### src/rtl/hvps_pkg.sv
// Package for the HV precharge / ready-to-drive sequencer.
// Holds item structs, the one-hot state type, the held-level struct and register indexes.
// No dependencies.
package hvps_pkg;

    localparam int CfgIdxW = 8;

    localparam logic [CfgIdxW-1:0] CfgPrechargeMax = 8'd0;
    localparam logic [CfgIdxW-1:0] CfgPrechargeMin = 8'd1;
    localparam logic [CfgIdxW-1:0] CfgUpdatePeriod = 8'd2;
    localparam logic [CfgIdxW-1:0] CfgRtdHold      = 8'd3;

    localparam logic [15:0] PrechargeMaxRst = 16'd5000;
    localparam logic [15:0] PrechargeMinRst = 16'd1000;
    localparam logic [9:0]  UpdatePeriodRst = 10'd10;
    localparam logic [15:0] RtdHoldRst      = 16'd1000;

    localparam logic [7:0] RtdCountMax = 8'd255;

    localparam logic [1:0] RtdsNone = 2'd0;
    localparam logic [1:0] RtdsOn   = 2'd1;
    localparam logic [1:0] RtdsOff  = 2'd2;

    // all_flags bits
    localparam int AllPrecharged = 0;
    localparam int AllDcEcho     = 1;
    localparam int AllDcQuit     = 2;
    localparam int AllOnEcho     = 3;
    localparam int AllOnQuit     = 4;
    // any_flags bits
    localparam int AnyOnEcho = 0;
    localparam int AnyOnQuit = 1;
    localparam int AnyDcEcho = 2;
    localparam int AnyDcQuit = 3;

    typedef enum logic [6:0] {
        ST_NOT_READY   = 7'b000_0001,
        ST_POWERED     = 7'b000_0010,
        ST_PRECHARGING = 7'b000_0100,
        ST_WAIT        = 7'b000_1000,
        ST_STANDBY     = 7'b001_0000,
        ST_RUN         = 7'b010_0000,
        ST_SHUTDOWN    = 7'b100_0000
    } t_veh_state;

    localparam logic [2:0] CodeNotReady    = 3'd0;
    localparam logic [2:0] CodePowered     = 3'd1;
    localparam logic [2:0] CodePrecharging = 3'd2;
    localparam logic [2:0] CodeWait        = 3'd3;
    localparam logic [2:0] CodeStandby     = 3'd4;
    localparam logic [2:0] CodeRun         = 3'd5;
    localparam logic [2:0] CodeShutdown    = 3'd6;

    typedef struct packed {
        logic       main_led;
        logic       timeouts_active;
        logic       dc_on;
        logic       inverter_on;
        logic       inverter_enable;
        logic       activate_relay;
        logic       precharge_relay;
        logic       interlock_relay;
    } t_levels;

    typedef struct packed {
        t_veh_state  state;
        logic [31:0] precharge_start;
        logic [7:0]  rtd_count;
        t_levels     levels;
    } t_seq_state;

    typedef struct packed {
        logic [15:0] precharge_max_ms;
        logic [15:0] precharge_min_ms;
        logic [9:0]  update_period_ms;
        logic [15:0] rtd_hold_ms;
    } t_cfg;

    typedef struct packed {
        logic        kind;
        logic [31:0] now_ms;
        logic        tsms;
        logic        rtd_button;
        logic        charge_error_cleared;
        logic        inverters_ready;
        logic [4:0]  all_flags;
        logic [3:0]  any_flags;
        logic        no_hard_fault;
    } t_in_item;

    typedef struct packed {
        logic [2:0] vehicle_state;
        logic       interlock_relay;
        logic       precharge_relay;
        logic       activate_relay;
        logic       inverter_enable;
        logic       inverter_on;
        logic       dc_on;
        logic       timeouts_active;
        logic       main_led;
        logic       precharge_timeout;
        logic [1:0] rtds_request;
        logic       zero_torque;
    } t_out_item;

    function automatic logic [2:0] state_code(input t_veh_state s);
        logic [2:0] c;
        case (s)
            ST_NOT_READY:   c = CodeNotReady;
            ST_POWERED:     c = CodePowered;
            ST_PRECHARGING: c = CodePrecharging;
            ST_WAIT:        c = CodeWait;
            ST_STANDBY:     c = CodeStandby;
            ST_RUN:         c = CodeRun;
            ST_SHUTDOWN:    c = CodeShutdown;
            default:        c = CodeNotReady;
        endcase
        return c;
    endfunction

endpackage

### src/rtl/hvps_step.sv
// Next-state and result logic for one item of the sequencer.
// Purely combinational; depends on hvps_pkg.
module hvps_step (
    input  hvps_pkg::t_seq_state i_cur,
    input  hvps_pkg::t_cfg       i_cfg,
    input  hvps_pkg::t_in_item   i_item,
    output hvps_pkg::t_seq_state o_nxt,
    output hvps_pkg::t_out_item  o_res
);

    hvps_pkg::t_seq_state s;
    logic [31:0] elapsed;
    logic [17:0] hold_product;
    logic        timeout;
    logic [1:0]  rtds;
    logic        zero_torque;

    always_comb begin
        s            = i_cur;
        timeout      = 1'b0;
        rtds         = hvps_pkg::RtdsNone;
        zero_torque  = 1'b0;
        elapsed      = i_item.now_ms - i_cur.precharge_start;
        hold_product = 18'd0;

        if (i_item.kind) begin
            s.state = hvps_pkg::ST_SHUTDOWN;
        end else begin
            // master switch opened in any active state drops back first
            if (!i_item.tsms && (s.state == hvps_pkg::ST_POWERED ||
                    s.state == hvps_pkg::ST_PRECHARGING || s.state == hvps_pkg::ST_WAIT ||
                    s.state == hvps_pkg::ST_STANDBY || s.state == hvps_pkg::ST_RUN)) begin
                s.levels.interlock_relay = 1'b0;
                s.state                  = hvps_pkg::ST_NOT_READY;
            end
            case (s.state)
                hvps_pkg::ST_NOT_READY: begin
                    s.levels.main_led = 1'b1;
                    if (i_item.charge_error_cleared && i_item.tsms) begin
                        s.state = hvps_pkg::ST_POWERED;
                    end
                end
                hvps_pkg::ST_POWERED: begin
                    s.levels.main_led = 1'b0;
                    if (i_item.inverters_ready) begin
                        s.levels.timeouts_active = 1'b1;
                        s.state                  = hvps_pkg::ST_PRECHARGING;
                        s.precharge_start        = i_item.now_ms;
                    end
                end
                hvps_pkg::ST_PRECHARGING: begin
                    s.levels.precharge_relay = 1'b1;
                    timeout = (elapsed > {16'd0, i_cfg.precharge_max_ms});
                    if (i_item.all_flags[hvps_pkg::AllPrecharged]) begin
                        s.levels.dc_on = 1'b1;
                        if (i_item.all_flags[hvps_pkg::AllDcEcho] &&
                                i_item.all_flags[hvps_pkg::AllDcQuit] &&
                                elapsed >= {16'd0, i_cfg.precharge_min_ms}) begin
                            s.levels.interlock_relay = 1'b1;
                            s.levels.precharge_relay = 1'b0;
                            s.state                  = hvps_pkg::ST_WAIT;
                        end
                    end
                end
                hvps_pkg::ST_WAIT: begin
                    zero_torque = 1'b1;
                    if (i_item.rtd_button) begin
                        if (s.rtd_count != hvps_pkg::RtdCountMax) begin
                            s.rtd_count = s.rtd_count + 8'd1;
                        end
                    end else begin
                        s.rtd_count = 8'd0;
                    end
                    hold_product = 18'(s.rtd_count) * 18'(i_cfg.update_period_ms);
                    if (hold_product >= 18'(i_cfg.rtd_hold_ms)) begin
                        s.state = hvps_pkg::ST_STANDBY;
                        rtds    = hvps_pkg::RtdsOn;
                    end
                end
                hvps_pkg::ST_STANDBY: begin
                    rtds                     = hvps_pkg::RtdsOff;
                    s.levels.inverter_enable = 1'b1;
                    s.levels.inverter_on     = 1'b1;
                    if (i_item.all_flags[hvps_pkg::AllOnEcho] &&
                            i_item.all_flags[hvps_pkg::AllOnQuit]) begin
                        s.levels.activate_relay = 1'b1;
                        s.state                 = hvps_pkg::ST_RUN;
                    end
                end
                hvps_pkg::ST_RUN: begin
                    if (!i_item.tsms) begin
                        s.state = hvps_pkg::ST_SHUTDOWN;
                    end
                end
                hvps_pkg::ST_SHUTDOWN: begin
                    zero_torque              = 1'b1;
                    s.levels.activate_relay  = 1'b0;
                    s.levels.inverter_on     = 1'b0;
                    s.levels.interlock_relay = 1'b0;
                    // staged release: each echo or quit flag still present holds the later steps
                    if (!i_item.any_flags[hvps_pkg::AnyOnEcho]) begin
                        s.levels.inverter_enable = 1'b0;
                        if (!i_item.any_flags[hvps_pkg::AnyOnQuit]) begin
                            s.levels.dc_on = 1'b0;
                            if (!i_item.any_flags[hvps_pkg::AnyDcEcho] &&
                                    !i_item.any_flags[hvps_pkg::AnyDcQuit] &&
                                    i_item.no_hard_fault) begin
                                s.state = hvps_pkg::ST_NOT_READY;
                            end
                        end
                    end
                end
                default: begin
                end
            endcase
        end
    end

    assign o_nxt = s;

    always_comb begin
        o_res.vehicle_state     = hvps_pkg::state_code(s.state);
        o_res.interlock_relay   = s.levels.interlock_relay;
        o_res.precharge_relay   = s.levels.precharge_relay;
        o_res.activate_relay    = s.levels.activate_relay;
        o_res.inverter_enable   = s.levels.inverter_enable;
        o_res.inverter_on       = s.levels.inverter_on;
        o_res.dc_on             = s.levels.dc_on;
        o_res.timeouts_active   = s.levels.timeouts_active;
        o_res.main_led          = s.levels.main_led;
        o_res.precharge_timeout = timeout;
        o_res.rtds_request      = rtds;
        o_res.zero_torque       = zero_torque;
    end

endmodule

### src/rtl/hv_precharge_ready_to_drive_sequencer.sv
// Top level of the HV precharge / ready-to-drive sequencer.
// Input register, step logic (hvps_step), result register; depends on hvps_pkg.
// The result is registered; one item per cycle while the receiver does not stall the output.
// The state registers update as an item moves from the input register to the result register.
// Reset (synchronous, active low): state not ready, levels off, registers to defaults.
module hv_precharge_ready_to_drive_sequencer (
    input  logic                         i_clk,
    input  logic                         i_rst_n,
    input  logic                         i_in_valid,
    output logic                         o_in_ready,
    input  hvps_pkg::t_in_item           i_in,
    output logic                         o_out_valid,
    input  logic                         i_out_ready,
    output hvps_pkg::t_out_item          o_out,
    input  logic                         i_cfg_valid,
    output logic                         o_cfg_ready,
    input  logic [hvps_pkg::CfgIdxW-1:0] i_cfg_index,
    input  logic [15:0]                  i_cfg_data
);

    hvps_pkg::t_cfg       r_cfg;
    hvps_pkg::t_seq_state r_st;
    hvps_pkg::t_seq_state n_st;
    hvps_pkg::t_in_item   r_in;
    logic                 r_in_valid;
    hvps_pkg::t_out_item  r_out;
    hvps_pkg::t_out_item  n_out;
    logic                 r_out_valid;
    logic                 advance;

    assign o_cfg_ready = 1'b1;
    assign advance     = r_in_valid && (!r_out_valid || i_out_ready);
    assign o_in_ready  = !r_in_valid || advance;
    assign o_out_valid = r_out_valid;
    assign o_out       = r_out;

    hvps_step u_step (
        .i_cur  (r_st),
        .i_cfg  (r_cfg),
        .i_item (r_in),
        .o_nxt  (n_st),
        .o_res  (n_out)
    );

    always_ff @(posedge i_clk) begin
        if (!i_rst_n) begin
            r_cfg.precharge_max_ms <= hvps_pkg::PrechargeMaxRst;
            r_cfg.precharge_min_ms <= hvps_pkg::PrechargeMinRst;
            r_cfg.update_period_ms <= hvps_pkg::UpdatePeriodRst;
            r_cfg.rtd_hold_ms      <= hvps_pkg::RtdHoldRst;
        end else if (i_cfg_valid) begin
            case (i_cfg_index)
                hvps_pkg::CfgPrechargeMax: r_cfg.precharge_max_ms <= i_cfg_data;
                hvps_pkg::CfgPrechargeMin: r_cfg.precharge_min_ms <= i_cfg_data;
                hvps_pkg::CfgUpdatePeriod: r_cfg.update_period_ms <= i_cfg_data[9:0];
                hvps_pkg::CfgRtdHold:      r_cfg.rtd_hold_ms      <= i_cfg_data;
                default: begin
                end
            endcase
        end
    end

    always_ff @(posedge i_clk) begin
        if (!i_rst_n) begin
            r_st.state           <= hvps_pkg::ST_NOT_READY;
            r_st.precharge_start <= 32'd0;
            r_st.rtd_count       <= 8'd0;
            r_st.levels          <= '0;
            r_in_valid           <= 1'b0;
            r_out_valid          <= 1'b0;
        end else begin
            if (o_in_ready) begin
                r_in_valid <= i_in_valid;
            end
            if (advance) begin
                r_st        <= n_st;
                r_out_valid <= 1'b1;
            end else if (i_out_ready) begin
                r_out_valid <= 1'b0;
            end
        end
    end

    // payload registers
    always_ff @(posedge i_clk) begin
        if (o_in_ready && i_in_valid) begin
            r_in <= i_in;
        end
        if (advance) begin
            r_out <= n_out;
        end
    end

endmodule

### config.mk
export PLATFORM = sky130hd
export DESIGN_NAME = hv_precharge_ready_to_drive_sequencer
export DESIGN_NICKNAME = d
export VERILOG_FILES = /design/src/rtl/hvps_pkg.sv /design/src/rtl/hvps_step.sv /design/src/rtl/hv_precharge_ready_to_drive_sequencer.sv
export SDC_FILE = /design/constraint.sdc
export NUM_CORES = 1
export LEC_CHECK = 0
export BUFFER_PORTS_ARGS = -buffer_cell sky130_fd_sc_hd__buf_4
export CAP_MARGIN = 20
export CORE_MARGIN = 4
export CORE_UTILIZATION = 35
export DETAILED_ROUTE_END_ITERATION = 12
export PLACE_DENSITY = 0.51
export SLEW_MARGIN = 20
export SYNTH_ARGS = -nofsm -noshare
export SYNTH_HDL_FRONTEND = slang
export SYNTH_SLANG_ARGS = --single-unit
### constraint.sdc
create_clock -name i_clk -period 9.3 [get_ports i_clk]
set_input_delay 2.79 -clock i_clk [delete_from_list [all_inputs] [get_ports i_clk]]
set_output_delay 2.79 -clock i_clk [all_outputs]
set_load 0.005 [all_outputs]
* Word level (Yosys, flattened, before mapping)
Index checks and enable logic that the tools add are counted.
** Storage, ports and cells
- Flip-flop bits (word level) :: 177
** Operators by class
- Add/sub/neg operators :: 2
- $mul :: 1
- $lt $le $gt $ge :: 3
- Eq/ne operators :: 22
- Muxes and demuxes :: 40
- Bitwise logic cells :: 2
- Reductions and logical operators :: 30
** Operators with widths (count)
- 2-to-1 mux 7 bit :: 12
- case mux 7 bit (7 select lines) :: 1
- 2-to-1 mux 8 bit :: 5
- 2-to-1 mux 39 bit :: 1
- >= comparator 32 x 16 -> 1 bit :: 1
- > comparator 32 x 16 -> 1 bit :: 1
- subtractor 32 bit :: 1
- equality test 7 x 2 -> 1 bit, second input constant :: 3
- equality test 7 x 3 -> 1 bit, second input constant :: 3
- equality test 7 x 4 -> 1 bit, second input constant :: 3
- equality test 7 x 5 -> 1 bit, second input constant :: 3
- equality test 7 x 6 -> 1 bit, second input constant :: 3
- >= comparator 18 x 16 -> 1 bit :: 1
- multiplier 8 x 10 -> 18 bit :: 1
- case mux 3 bit (6 select lines) :: 1
- equality test 8 x 2 -> 1 bit, second input constant :: 2
- equality test 7 bit, second input constant :: 2
- 2-to-1 mux 1 bit :: 13
- logical AND 1 bit :: 9
- adder 8 x 1 -> 8 bit, second input constant :: 1
- equality test 8 x 1 -> 1 bit, second input constant :: 1
- logical NOT 8 bit :: 1
- inequality test 8 bit, second input constant :: 1
- AND reduction 2 bit :: 4
- 12 further kinds :: 26

* Depth between registers and ports, before layout
Gate-level depths: netlist of run 1.
- Depth in word-level cells :: 18
- Depth in mapped cells :: 33
- Depth with buffers taken out :: 33

* Hierarchy
Synthesis of run 1 repeated with hierarchy kept, for this count alone.
** Unflattened totals
- Cell total of the unflattened synthesis :: 1564
- Area total of the unflattened synthesis :: 13912.1 µm²
** By module, submodules not included
- hvps_step :: times used 1, cells an instance 1020, area each 7470.9 µm², seq. area each 0.0 µm²
- hv_precharge_ready_to_drive_sequencer :: times used 1, cells an instance 544, area each 6441.2 µm², seq. area each 4164.0 µm²

* Least setup slack after synthesis of run 1
No wires, ideal clock.
- Path type :: reg2reg
- From :: reg r_st[8] in the netlist's numbering
- To :: reg r_out (netlist bit o_out[13]), data pin
- Setup time :: 0.270 ns
- Arrival :: 7.050 ns
- Required time :: 9.030 ns
- Setup slack :: 1.980 ns
- Cell stages (with the launch flop) :: 34
- Period minus slack after synthesis :: 7.320 ns
- Cells stage by stage :: dfxtp_1 -> ha_1 -> nand2_1 -> nor2_1 -> nand2_1 -> nand4_1 -> xnor2_1 -> and2_1 -> nand2_1 -> fa_1 -> fa_1 -> inv_1 -> fa_1 -> inv_1 -> fa_1 -> inv_1 -> ha_1 -> a21oi_1 -> a2bb2oi_1 -> o21ai_0 -> nand2b_1 -> a21oi_1 -> o21bai_1 -> a21oi_1 -> xnor2_1 -> ha_1 -> a21oi_1 -> o21ai_0 -> a2111oi_2 -> a21oi_1 -> and2_1 -> o211ai_1 -> xor2_1 -> o311ai_1
** RTL lines
- start: declaration :: RTL line hv_precharge_ready_to_drive_sequencer.sv:22 : hvps_pkg::t_seq_state r_st;
- start signal: assignment :: RTL line hv_precharge_ready_to_drive_sequencer.sv:76 : r_st <= n_st;
- end signal: assignment :: RTL line hv_precharge_ready_to_drive_sequencer.sv:90 : r_out <= n_out;
- end: declaration :: RTL line hv_precharge_ready_to_drive_sequencer.sv:26 : hvps_pkg::t_out_item r_out;

==> metrics, run 1 <==
CP Launch Type=flop; Leakage=about 0.0063 uW; Worst path slowest cell=fa_1; num rows=70; GRT overflow=0; hold_buf cts=0; final hold slack=around 0.46 ns; global-route wire length before repair=54,600 um; final hold viol count=0; initial antenna violation count=0; Yosys cell types=slightly below 90; maxcap violations=0; Area Overhead vs Synth=12.5%; synth top area cells=dfxtp_1 (18%), edfxtp_1 (14%), ha_1 (11%); largest net degree at the start of global routing=around 120; cell depth of the worst flop-to-flop path=33; die area=slightly above 40,000 um^2; Critical R2R Capture=o_out[13]; H-tree depth=4; Post-Route WL=between 30,000 and 40,000 um; largest fanout on the critical path=8; Final TNS setup=0 ns; Seq/Total Area, Yosys=31.9%; post-CTS sizing=0; Seq cells post-synth=between 150 and 200; DR vias=around 11,000; core area=36,700 um^2; Post-CTS Repair Setup Buffers=0; clk_lat worst skew=0.45 ns; Synth top area share=~18%; Clock Skew=approximately 0.017 ns; synth warn=0; initial DRC count=approximately 520; Clock Root Buffer=clkbuf_16; post-synth net total=around 1,800; Port Buf Inserts=around 90; Tcrit/Tclk final=88.2%; Power Density=121 nW/um^2; path category of the worst min-delay check=flop to flop; Post-synth EDFFs=62; Final Critical Period=8.21 ns; Pwr Total=1780 uW; Syn Area/Cell=8.61 um^2; Num CTS Buffers=17; Worst path max stage delay=about 0.57 ns; RePlAce Congestion=about 0.85; Initial Util=between 30% and 40%; Via density=slightly above 5; Synth Flop Type=dfxtp_1; share of layout cells above drive strength 1=~9.7%; largest area contributor in the netlist=dfxtp_1; peak supply drop=around 0.11 mV; crit end category=flop; post-DP HPWL=between 20,000 and 25,000 um; Post-layout nets=1,811; CTS tree=built; clk buf depth=2; worst rel slew slack=roughly two fifths; worst-case hold path end point=r_st[6]; ys async rst share=0%; Worst EP arrival=between 8 and 9 ns; Ports=between 90 and 100; reg2reg setup slack=1.09 ns; post-route ant nets=0; Setup Crit Path Kind=flop to flop; crit-path most repeated cell=a21oi_1; RSZ-0062 raised after global routing=no; Slew @ Worst Pin=0.885 ns; Max Clk Rate=roughly 120 MHz; hold path start=r_st[6]; n_diodes=0; drt wl/cell=around 16 um; post-route cell area=14,700 um^2; final count of negative-setup-slack endpoints=0; CTS Sinks=~180; first-pass iteration count of the detailed router=5; Final Slew Violations=0; Mapped Area=between 10,000 and 15,000 um^2; DRC violations left=0; reg2reg start=r_st[8]; outcome=completed; CP required=between 9 and 10 ns; via count of the first global-routing pass=between 10,000 and 15,000; hold depth=1; Cells after Synth=between 1,500 and 2,000; All-Layer GR Usage=16.3%; Die W=about 200 um; Die Ht=201 um; clock-pin slew on the worst setup and hold paths=roughly 0.08 ns; placed cell areas=14,100 um^2
[critical path: cells and delay by family (launching register included)]
kind / cells / cell delay, ns
AO/OA/AOI/OAI: 12 / 2.56
AND/OR/NAND/NOR: 8 / 1.29
flip-flops: 1 / 0.35
adder cells (fa/ha/maj): 7 / 2.98
buffers and inverters: 3 / 0.15
XOR/XNOR: 3 / 0.70
[power by group]
group	switching [uW]	internal (uW)
Clock	354	369
Sequential	12.5	821
Combinational	129	98.2
[routing by layer]
metal | vias to the layer above | wire, um | track usage [%] | part of all wire (%)
met2 | 146 | 16300 | 28.7 | 50
met5 | - | 0 | 0 | 0
met4 | 0 | 529 | 4.44 | 1.6
met1 | 5012 | 14900 | 20.9 | 46
li1 | 5332 | - | - | -
met3 | 35 | 787 | 2.19 | 2.4
[cells in the mapped netlist, types with 4 or more instances]
cell type and count:
a211oi_1 8, and2_1 41, o211ai_1 30, nor3_1 16
a21oi_1 67, xor2_1 20, nand3b_1 6, fa_1 49
or3_1 7, nor2b_1 20, nor2_1 45, nand4_1 24
nand3_1 20, and3_1 33, ha_1 118, o31ai_1 6
o21ai_0 49, buf_2 11, o21a_1 17, nand2b_1 12
nor3b_1 6, nand2_1 275, edfxtp_1 62, a21boi_0 76
inv_1 167, a31oi_1 6, o21bai_1 6, mux2i_1 11
o211a_1 9, dfxtp_1 115, buf_1 4, nor4_1 7
a21o_1 25, clkbuf_1 49, xnor2_1 21
[flip-flops by register name (all words and copies together), names as in the netlist]
| signal | cells |
|---|---|
| r_st | 55 |
| o_out_valid | 1 |
| o_out | 15 |
| r_in_valid | 1 |
| r_in | 47 |
| r_cfg | 58 |
[final cells by class]
cell class	instances	area (um^2)
tap	468	586
multi-input combinational	1106	8010
clock buffer	19	454
clock inverter	13	115
fill	3705	22000
timing repair buffer	99	747
sequential	177	4160
inverter	167	627
[how the worst max path moves through the flow]
stage	start	endpoint	slack, ns	cells past startpoint
2_1_floorplan	r_st[8]	o_out[13]	1.98	33
3_3_place_gp	r_st[8]	o_out[13]	1.24	33
3_5_place_dp	r_st[8]	o_out[13]	1.15	33
4_1_cts	r_st[8]	o_out[13]	1.08	33
5_1_grt	r_st[8]	o_out[13]	0.45	33
6_report	r_st[8]	o_out[13]	1.09	33
[cell usage in the layout (no fill, tap or decap), types with 18 or more instances in the layout]
cell	Yosys	layout
nor2_1	45	45
xnor2_1	21	21
o211ai_1	30	30
a21boi_0	76	76
clkbuf_16	0	18
dfxtp_1	115	115
and2_1	41	40
nand3_1	20	20
nor2b_1	20	20
nand2_1	275	275
a21o_1	25	25
xor2_1	20	20
inv_1	167	167
edfxtp_1	62	62
fa_1	49	49
a21oi_1	67	67
nand4_1	24	24
ha_1	118	118
buf_4	1	98
o21ai_0	49	49
and3_1	33	33
[kinds of logic after synthesis]
kind of cell | count (synthesis) | share of synthesized area [%]
simple gates | 531 | 19.6
compound gates | 354 | 19.1
buf+inv | 234 | 6.92
flops | 177 | 31.9
fa+ha+maj | 167 | 18.8
xor+xnor | 41 | 2.75
mux | 12 | 0.929
other cells | 1 | 0.0287
[through the flow]
step | utilization (%) | setup slack, ns | std cells
global route | 40.1 | 0.454 | 2049
finish | 40.1 | 1.09 | 2049
detailed placement | 38.5 | 1.15 | 2017
global placement | 38.5 | 1.24 | 2017
floorplan | - | 1.98 | 1517
CTS | 40.1 | 1.08 | 2049
No activity file was read; power rests on OpenSTA's default activity.
==> run 2: changes to the inputs <==
--- a/config.mk
+++ b/config.mk
@@ -8,9 +8,9 @@
 export BUFFER_PORTS_ARGS = -buffer_cell sky130_fd_sc_hd__buf_4
 export CAP_MARGIN = 20
 export CORE_MARGIN = 4
-export CORE_UTILIZATION = 35
+export CORE_UTILIZATION = 62
 export DETAILED_ROUTE_END_ITERATION = 12
-export PLACE_DENSITY = 0.51
+export PLACE_DENSITY = 0.82
 export SLEW_MARGIN = 20
 export SYNTH_ARGS = -nofsm -noshare
 export SYNTH_HDL_FRONTEND = slang
==> run 2 against run 1 <==
  * Routed wire length fell by 9.6%
  * Flip-flop and latch count is the same
  * First-iteration DRC count increased by 40%
  * Final cell count shrank 9.9%
  * Cell area shrank 1.9%
  * Register-to-register slack worse by 0.06 ns
  * Worst hold slack got worse by 0.0017 ns
  * Combinational power down 2%
  * Total power shrank 1.8%
  * Die area down 42%
  * Largest cell class unchanged
  * Highest routed layer unchanged
==> metrics, run 2 (same netlist as run 1, synthesis figures left out) <==
Worst path slowest cell=fa_1; Largest Register=r_cfg; worst-case hold path end point=r_st[6]; RePlAce Congestion=0.919; Worst Path Buf+Inv=3; highest-count cells in the layout ignoring fill and taps=nand2_1 (275), inv_1 (166), ha_1 (118); CP Launch Type=flop; final count of negative-setup-slack endpoints=0; largest net degree at the start of global routing=117; Final Critical Period=just over 8 ns; DR vias=10,900; RSZ-0062 raised after global routing=no; Clock Skew=0.0112 ns; Die W=153 um; DRC violations left=0; n_diodes=0; Final TNS setup=0 ns; GRT overflow=0; post-DP HPWL=approximately 22,000 um; max reg flops=a little under 60; CTS Sinks=between 150 and 200; Clock Root Buffer=clkbuf_16; Via density=5.88; reg2reg setup slack=roughly 1.0 ns; CP required=roughly 9.5 ns; Leakage=0.00622 uW; final hold viol count=0; hold_buf cts=0; Area Overhead vs Synth=10.4%; Max Clk Rate=121 MHz; Num CTS Buffers=17; hold path start=r_st[6]; maxcap violations=0; num rows=52; met1 Usage GRT=a little under a third; Ports=94; clk buf depth=2; initial DRC count=roughly 730; core area=around 20,000 um^2; Post-Route WL=29,400 um; share of layout cells above drive strength 1=a little under a tenth; largest fanout on the critical path=8; post-CTS sizing=0; Slew @ Worst Pin=1.06 ns; Setup Crit Path Kind=flop to flop; reg2reg start=r_st[8]; Initial Util=63.8%; cell depth of the worst flop-to-flop path=33; kind of cell adding the most delay to the critical path=adder cells; Worst EP arrival=roughly 8.5 ns; H-tree depth=4; initial antenna violation count=0; Post-layout nets=around 1,800; peak supply drop=around 0.10 mV; Final Slew Violations=0; Power Density=121 nW/um^2; most common cell after layout, fill and taps aside=nand2_1; largest registers=r_cfg (58), r_st (55), r_in (47); Port Buf Inserts=slightly above 90; path category of the worst min-delay check=flop to flop; via count of the first global-routing pass=10,800; outcome=completed; hold depth=1; GRT met3 Usage=4.38%; post-route ant nets=0; global route hottest layer=met2; Die Ht=153 um; M2 GR Usage=44.5%; Post-CTS Repair Setup Buffers=0; global-route wire length before repair=about 50,000 um; placed cell areas=around 14,000 um^2; crit end category=flop; crit-path most repeated cell=a21oi_1; CTS tree=built; clk_lat worst skew=0.43 ns; drt wl/cell=between 15 and 20 um; first-pass iteration count of the detailed router=5; post-route cell area=14,400 um^2; Tcrit/Tclk final=between 80% and 90%; Worst path max stage delay=around 0.57 ns; All-Layer GR Usage=between 20% and 30%; worst rel slew slack=about 30%; die area=23,500 um^2; Critical R2R Capture=o_out[13]; clock-pin slew on the worst setup and hold paths=~0.070 ns
-- run 2: worst register-to-register path: cells and delay by family (launching register included) --
family,cells,cell delay (ns)
compound gates,12,2.64
flops,1,0.35
buf+inv,3,0.18
simple gates,8,1.25
fa+ha+maj,7,3.00
xor+xnor,3,0.67
-- run 2: per-layer routing --
metal / vias to the layer above / wire length [um] / part of all wire [%]
li1: 5325 / - / -
met1: 5182 / 12600 / 43
met2: 297 / 14700 / 50
met3: 55 / 1390 / 4.7
met4: 0 / 626 / 2.1
met5: - / 0 / 0
-- run 2: how the worst max path moves through the flow --
stage | from | endpoint | slack [ns] | depth (start not counted)
after floorplan | r_st[8] | o_out[13] | 1.98 | 33
after global placement | r_st[8] | o_out[13] | 1.44 | 33
after detailed placement | r_st[8] | o_out[13] | 1.17 | 33
after CTS | r_st[8] | o_out[13] | 1.10 | 33
after global routing | r_st[8] | o_out[13] | 0.35 | 33
final | r_st[8] | o_out[13] | 1.04 | 33
-- run 2: power breakdown --
part	switching, uW	internal (uW)	total, uW
clock	321	372	694
sequential	13.4	821	834
combinational	125	97.9	223
-- run 2: per-stage QoR --
step | util (%) | instances | hold WS, ns | power, uW | worst slack [ns]
detailed placement | 67.6 | 1815 | 0.449 | 1070 | 1.17
floorplan | - | 1517 | 0.435 | 998 | 1.98
global route | 70.4 | 1847 | 0.484 | 1820 | 0.347
finish | 70.4 | 1847 | 0.460 | 1750 | 1.04
global placement | 67.6 | 1815 | 0.441 | 1070 | 1.44
CTS | 70.4 | 1847 | 0.464 | 1760 | 1.10
-- run 2: layout make-up --
class / count / area (um^2)
inverter: 167 / 627
fill: 1661 / 6070
multi-input combinational: 1106 / 8010
clock buffer: 21 / 472
sequential: 177 / 4160
timing repair buffer: 95 / 713
tap: 270 / 338
clock inverter: 11 / 100
==> run 3: changes to the inputs <==
--- a/config.mk
+++ b/config.mk
@@ -5,7 +5,7 @@
 export SDC_FILE = /design/constraint.sdc
 export NUM_CORES = 1
 export LEC_CHECK = 0
-export BUFFER_PORTS_ARGS = -buffer_cell sky130_fd_sc_hd__buf_4
+export BUFFER_PORTS_ARGS = -buffer_cell sky130_fd_sc_hd__buf_2
 export CAP_MARGIN = 20
 export CORE_MARGIN = 4
 export CORE_UTILIZATION = 62
==> run 3 against run 2 <==
  * Die area stayed put
  * Largest cell class unchanged
  * Combinational power is 4% lower
  * Critical endpoint unchanged
  * Clock power is 7.6% higher
  * Register-to-register slack worse by 0.05 ns
  * Clock skew is 0.0020 ns higher
  * Flip-flop and latch count stayed put
  * Final cell count is 0.11% higher
  * Sequential share of layout area is 0.35 points higher
  * Via count is 0.71% lower
==> metrics, run 3 (same netlist as run 1, synthesis figures left out) <==
Leakage=just over 0.006 uW; Clock Skew=between 0.01 and 0.015 ns; num rows=52; Post-CTS Repair Setup Buffers=0; kind of cell adding the most delay to the critical path=adder cells; H-tree depth=4; GRT overflow=0; initial DRC count=706; path category of the worst min-delay check=flop to flop; largest fanout on the critical path=8; final hold slack=approximately 0.47 ns; fin cells=roughly 1,800; Post-layout nets=between 1,500 and 2,000; cell depth of the worst flop-to-flop path=33; post-CTS sizing=0; final count of negative-setup-slack endpoints=0; maxcap violations=0; Worst setup startpoint=r_st[8]; destination of the critical timing path=o_out[13]; Tcrit/Tclk final=between 80% and 90%; crit end category=flop; initial antenna violation count=0; Max Clk Rate=between 100 and 150 MHz; post-route ant nets=0; max reg flops=58; clk buf depth=2; share of layout cells above drive strength 1=just under 10%; Num CTS Buffers=17; crit-path most repeated cell=a21oi_1; Slew @ Worst Pin=about 1.1 ns; Port Buf Inserts=92; RSZ-0062 raised after global routing=no; CTS Sinks=about 180; Die Ht=roughly 150 um; CP required=about 9.5 ns; Area Overhead vs Synth=9.05%; via count of the first global-routing pass=~11,000; worst rel slew slack=25.8%; drt wl/cell=approximately 16 um; CTS tree=built; Final TNS setup=0 ns; Critical R2R Capture=o_out[13]; clock-pin slew on the worst setup and hold paths=roughly 0.07 ns; Clock Root Buffer=clkbuf_16; Initial Util=a little under two thirds; Post-Route WL=29,500 um; Power Density=~130 nW/um^2; Ports=94; Via density=around 5.8; core area=approximately 20,000 um^2; Setup Crit Path Kind=flop to flop; Levels on crit path=33; Final Slew Violations=0; most common cell after layout, fill and taps aside=nand2_1; largest net degree at the start of global routing=117; first-pass iteration count of the detailed router=7; die area=23,500 um^2; highest-count cells in the layout ignoring fill and taps=nand2_1 (275), inv_1 (167), ha_1 (118); CP Launch Type=flop; final hold viol count=0; Largest Register=r_cfg; Worst Path Buf+Inv=3; RePlAce Congestion=0.940; largest registers=r_cfg (58), r_st (55), r_in (47); Worst path slowest cell=fa_1; reg2reg start=r_st[8]; post-DP HPWL=between 20,000 and 25,000 um; global-route wire length before repair=50,400 um; reg2reg setup slack=a little under 1 ns; All-Layer GR Usage=between 20% and 30%; Worst path max stage delay=between 0.5 and 0.6 ns; hold_buf cts=0; dpl cells=approximately 1,800; n_diodes=0; DRC violations left=0; DR vias=around 11,000; Die W=~150 um; clk_lat worst skew=0.44 ns; Final Critical Period=8.31 ns; outcome=completed; peak supply drop=roughly 0.14 mV; Worst EP arrival=~8.6 ns
-- run 3: changes by cell type in the layout (fill, tap and decap cells not counted), sizes merged --
| cell | previous run | this run |
|---|---|---|
| inv | 169 | 174 |
| clkbuf | 21 | 18 |
| clkinvlp | 2 | 0 |
| bufinv | 0 | 2 |
| clkinv | 7 | 5 |
| buf | 95 | 97 |
-- run 3: power by group --
group | switching [uW] | total (uW) | internal, uW | leakage (uW)
sequential | 13.3 | 834 | 821 | 0.00153
clock | 333 | 747 | 414 | 0.000304
combinational | 127 | 215 | 88.3 | 0.00435
-- run 3: area by class of cell --
cell class | count | area [um^2]
clock buffers | 18 | 439
fillers | 1629 | 6250
well taps | 270 | 338
repair buffers | 97 | 498
multi-input cells | 1106 | 8010
clock inverters | 14 | 173
inverters | 167 | 627
flip-flops and latches | 177 | 4160
-- run 3: worst min-delay path by stage --
stage                     slack [ns]         to  cells after the start      start
final                           0.47  r_cfg[13]                      2  r_cfg[13]
after global placement          0.44    r_st[6]                      1    r_st[6]
after detailed placement        0.46  r_cfg[13]                      2  r_cfg[13]
after floorplan                 0.43    r_st[6]                      1    r_st[6]
after global routing            0.48   r_st[43]                      2   r_st[43]
after CTS                       0.47  r_cfg[13]                      2  r_cfg[13]
-- run 3: per-layer routing --
layer / share of wire, % / global-route usage [%]
met5: 0 / 0
met1: 44 / 32.7
met2: 50 / 44.6
met4: 2.3 / 7.51
met3: 4.3 / 3.79
-- run 3: per-stage QoR --
| step | power [uW] | cell area (um^2) | util (%) | setup WS (ns) |
|---|---|---|---|---|
| CTS | 1810 | 14200 | 69.5 | 0.988 |
| finish | 1800 | 14200 | 69.5 | 0.986 |
| detailed placement | 1060 | 13600 | 66.5 | 1.08 |
| global placement | 1060 | 13600 | 66.5 | 1.46 |
| global route | 1870 | 14200 | 69.5 | 0.425 |
| floorplan | 998 | 13100 | - | 1.98 |
-- run 3: tightest hold or removal path: cells and delay by family, from the launching register on --
kind | cells | cell delay [ns]
simple gates | 1 | 0.05
flops | 1 | 0.31
compound gates | 1 | 0.06
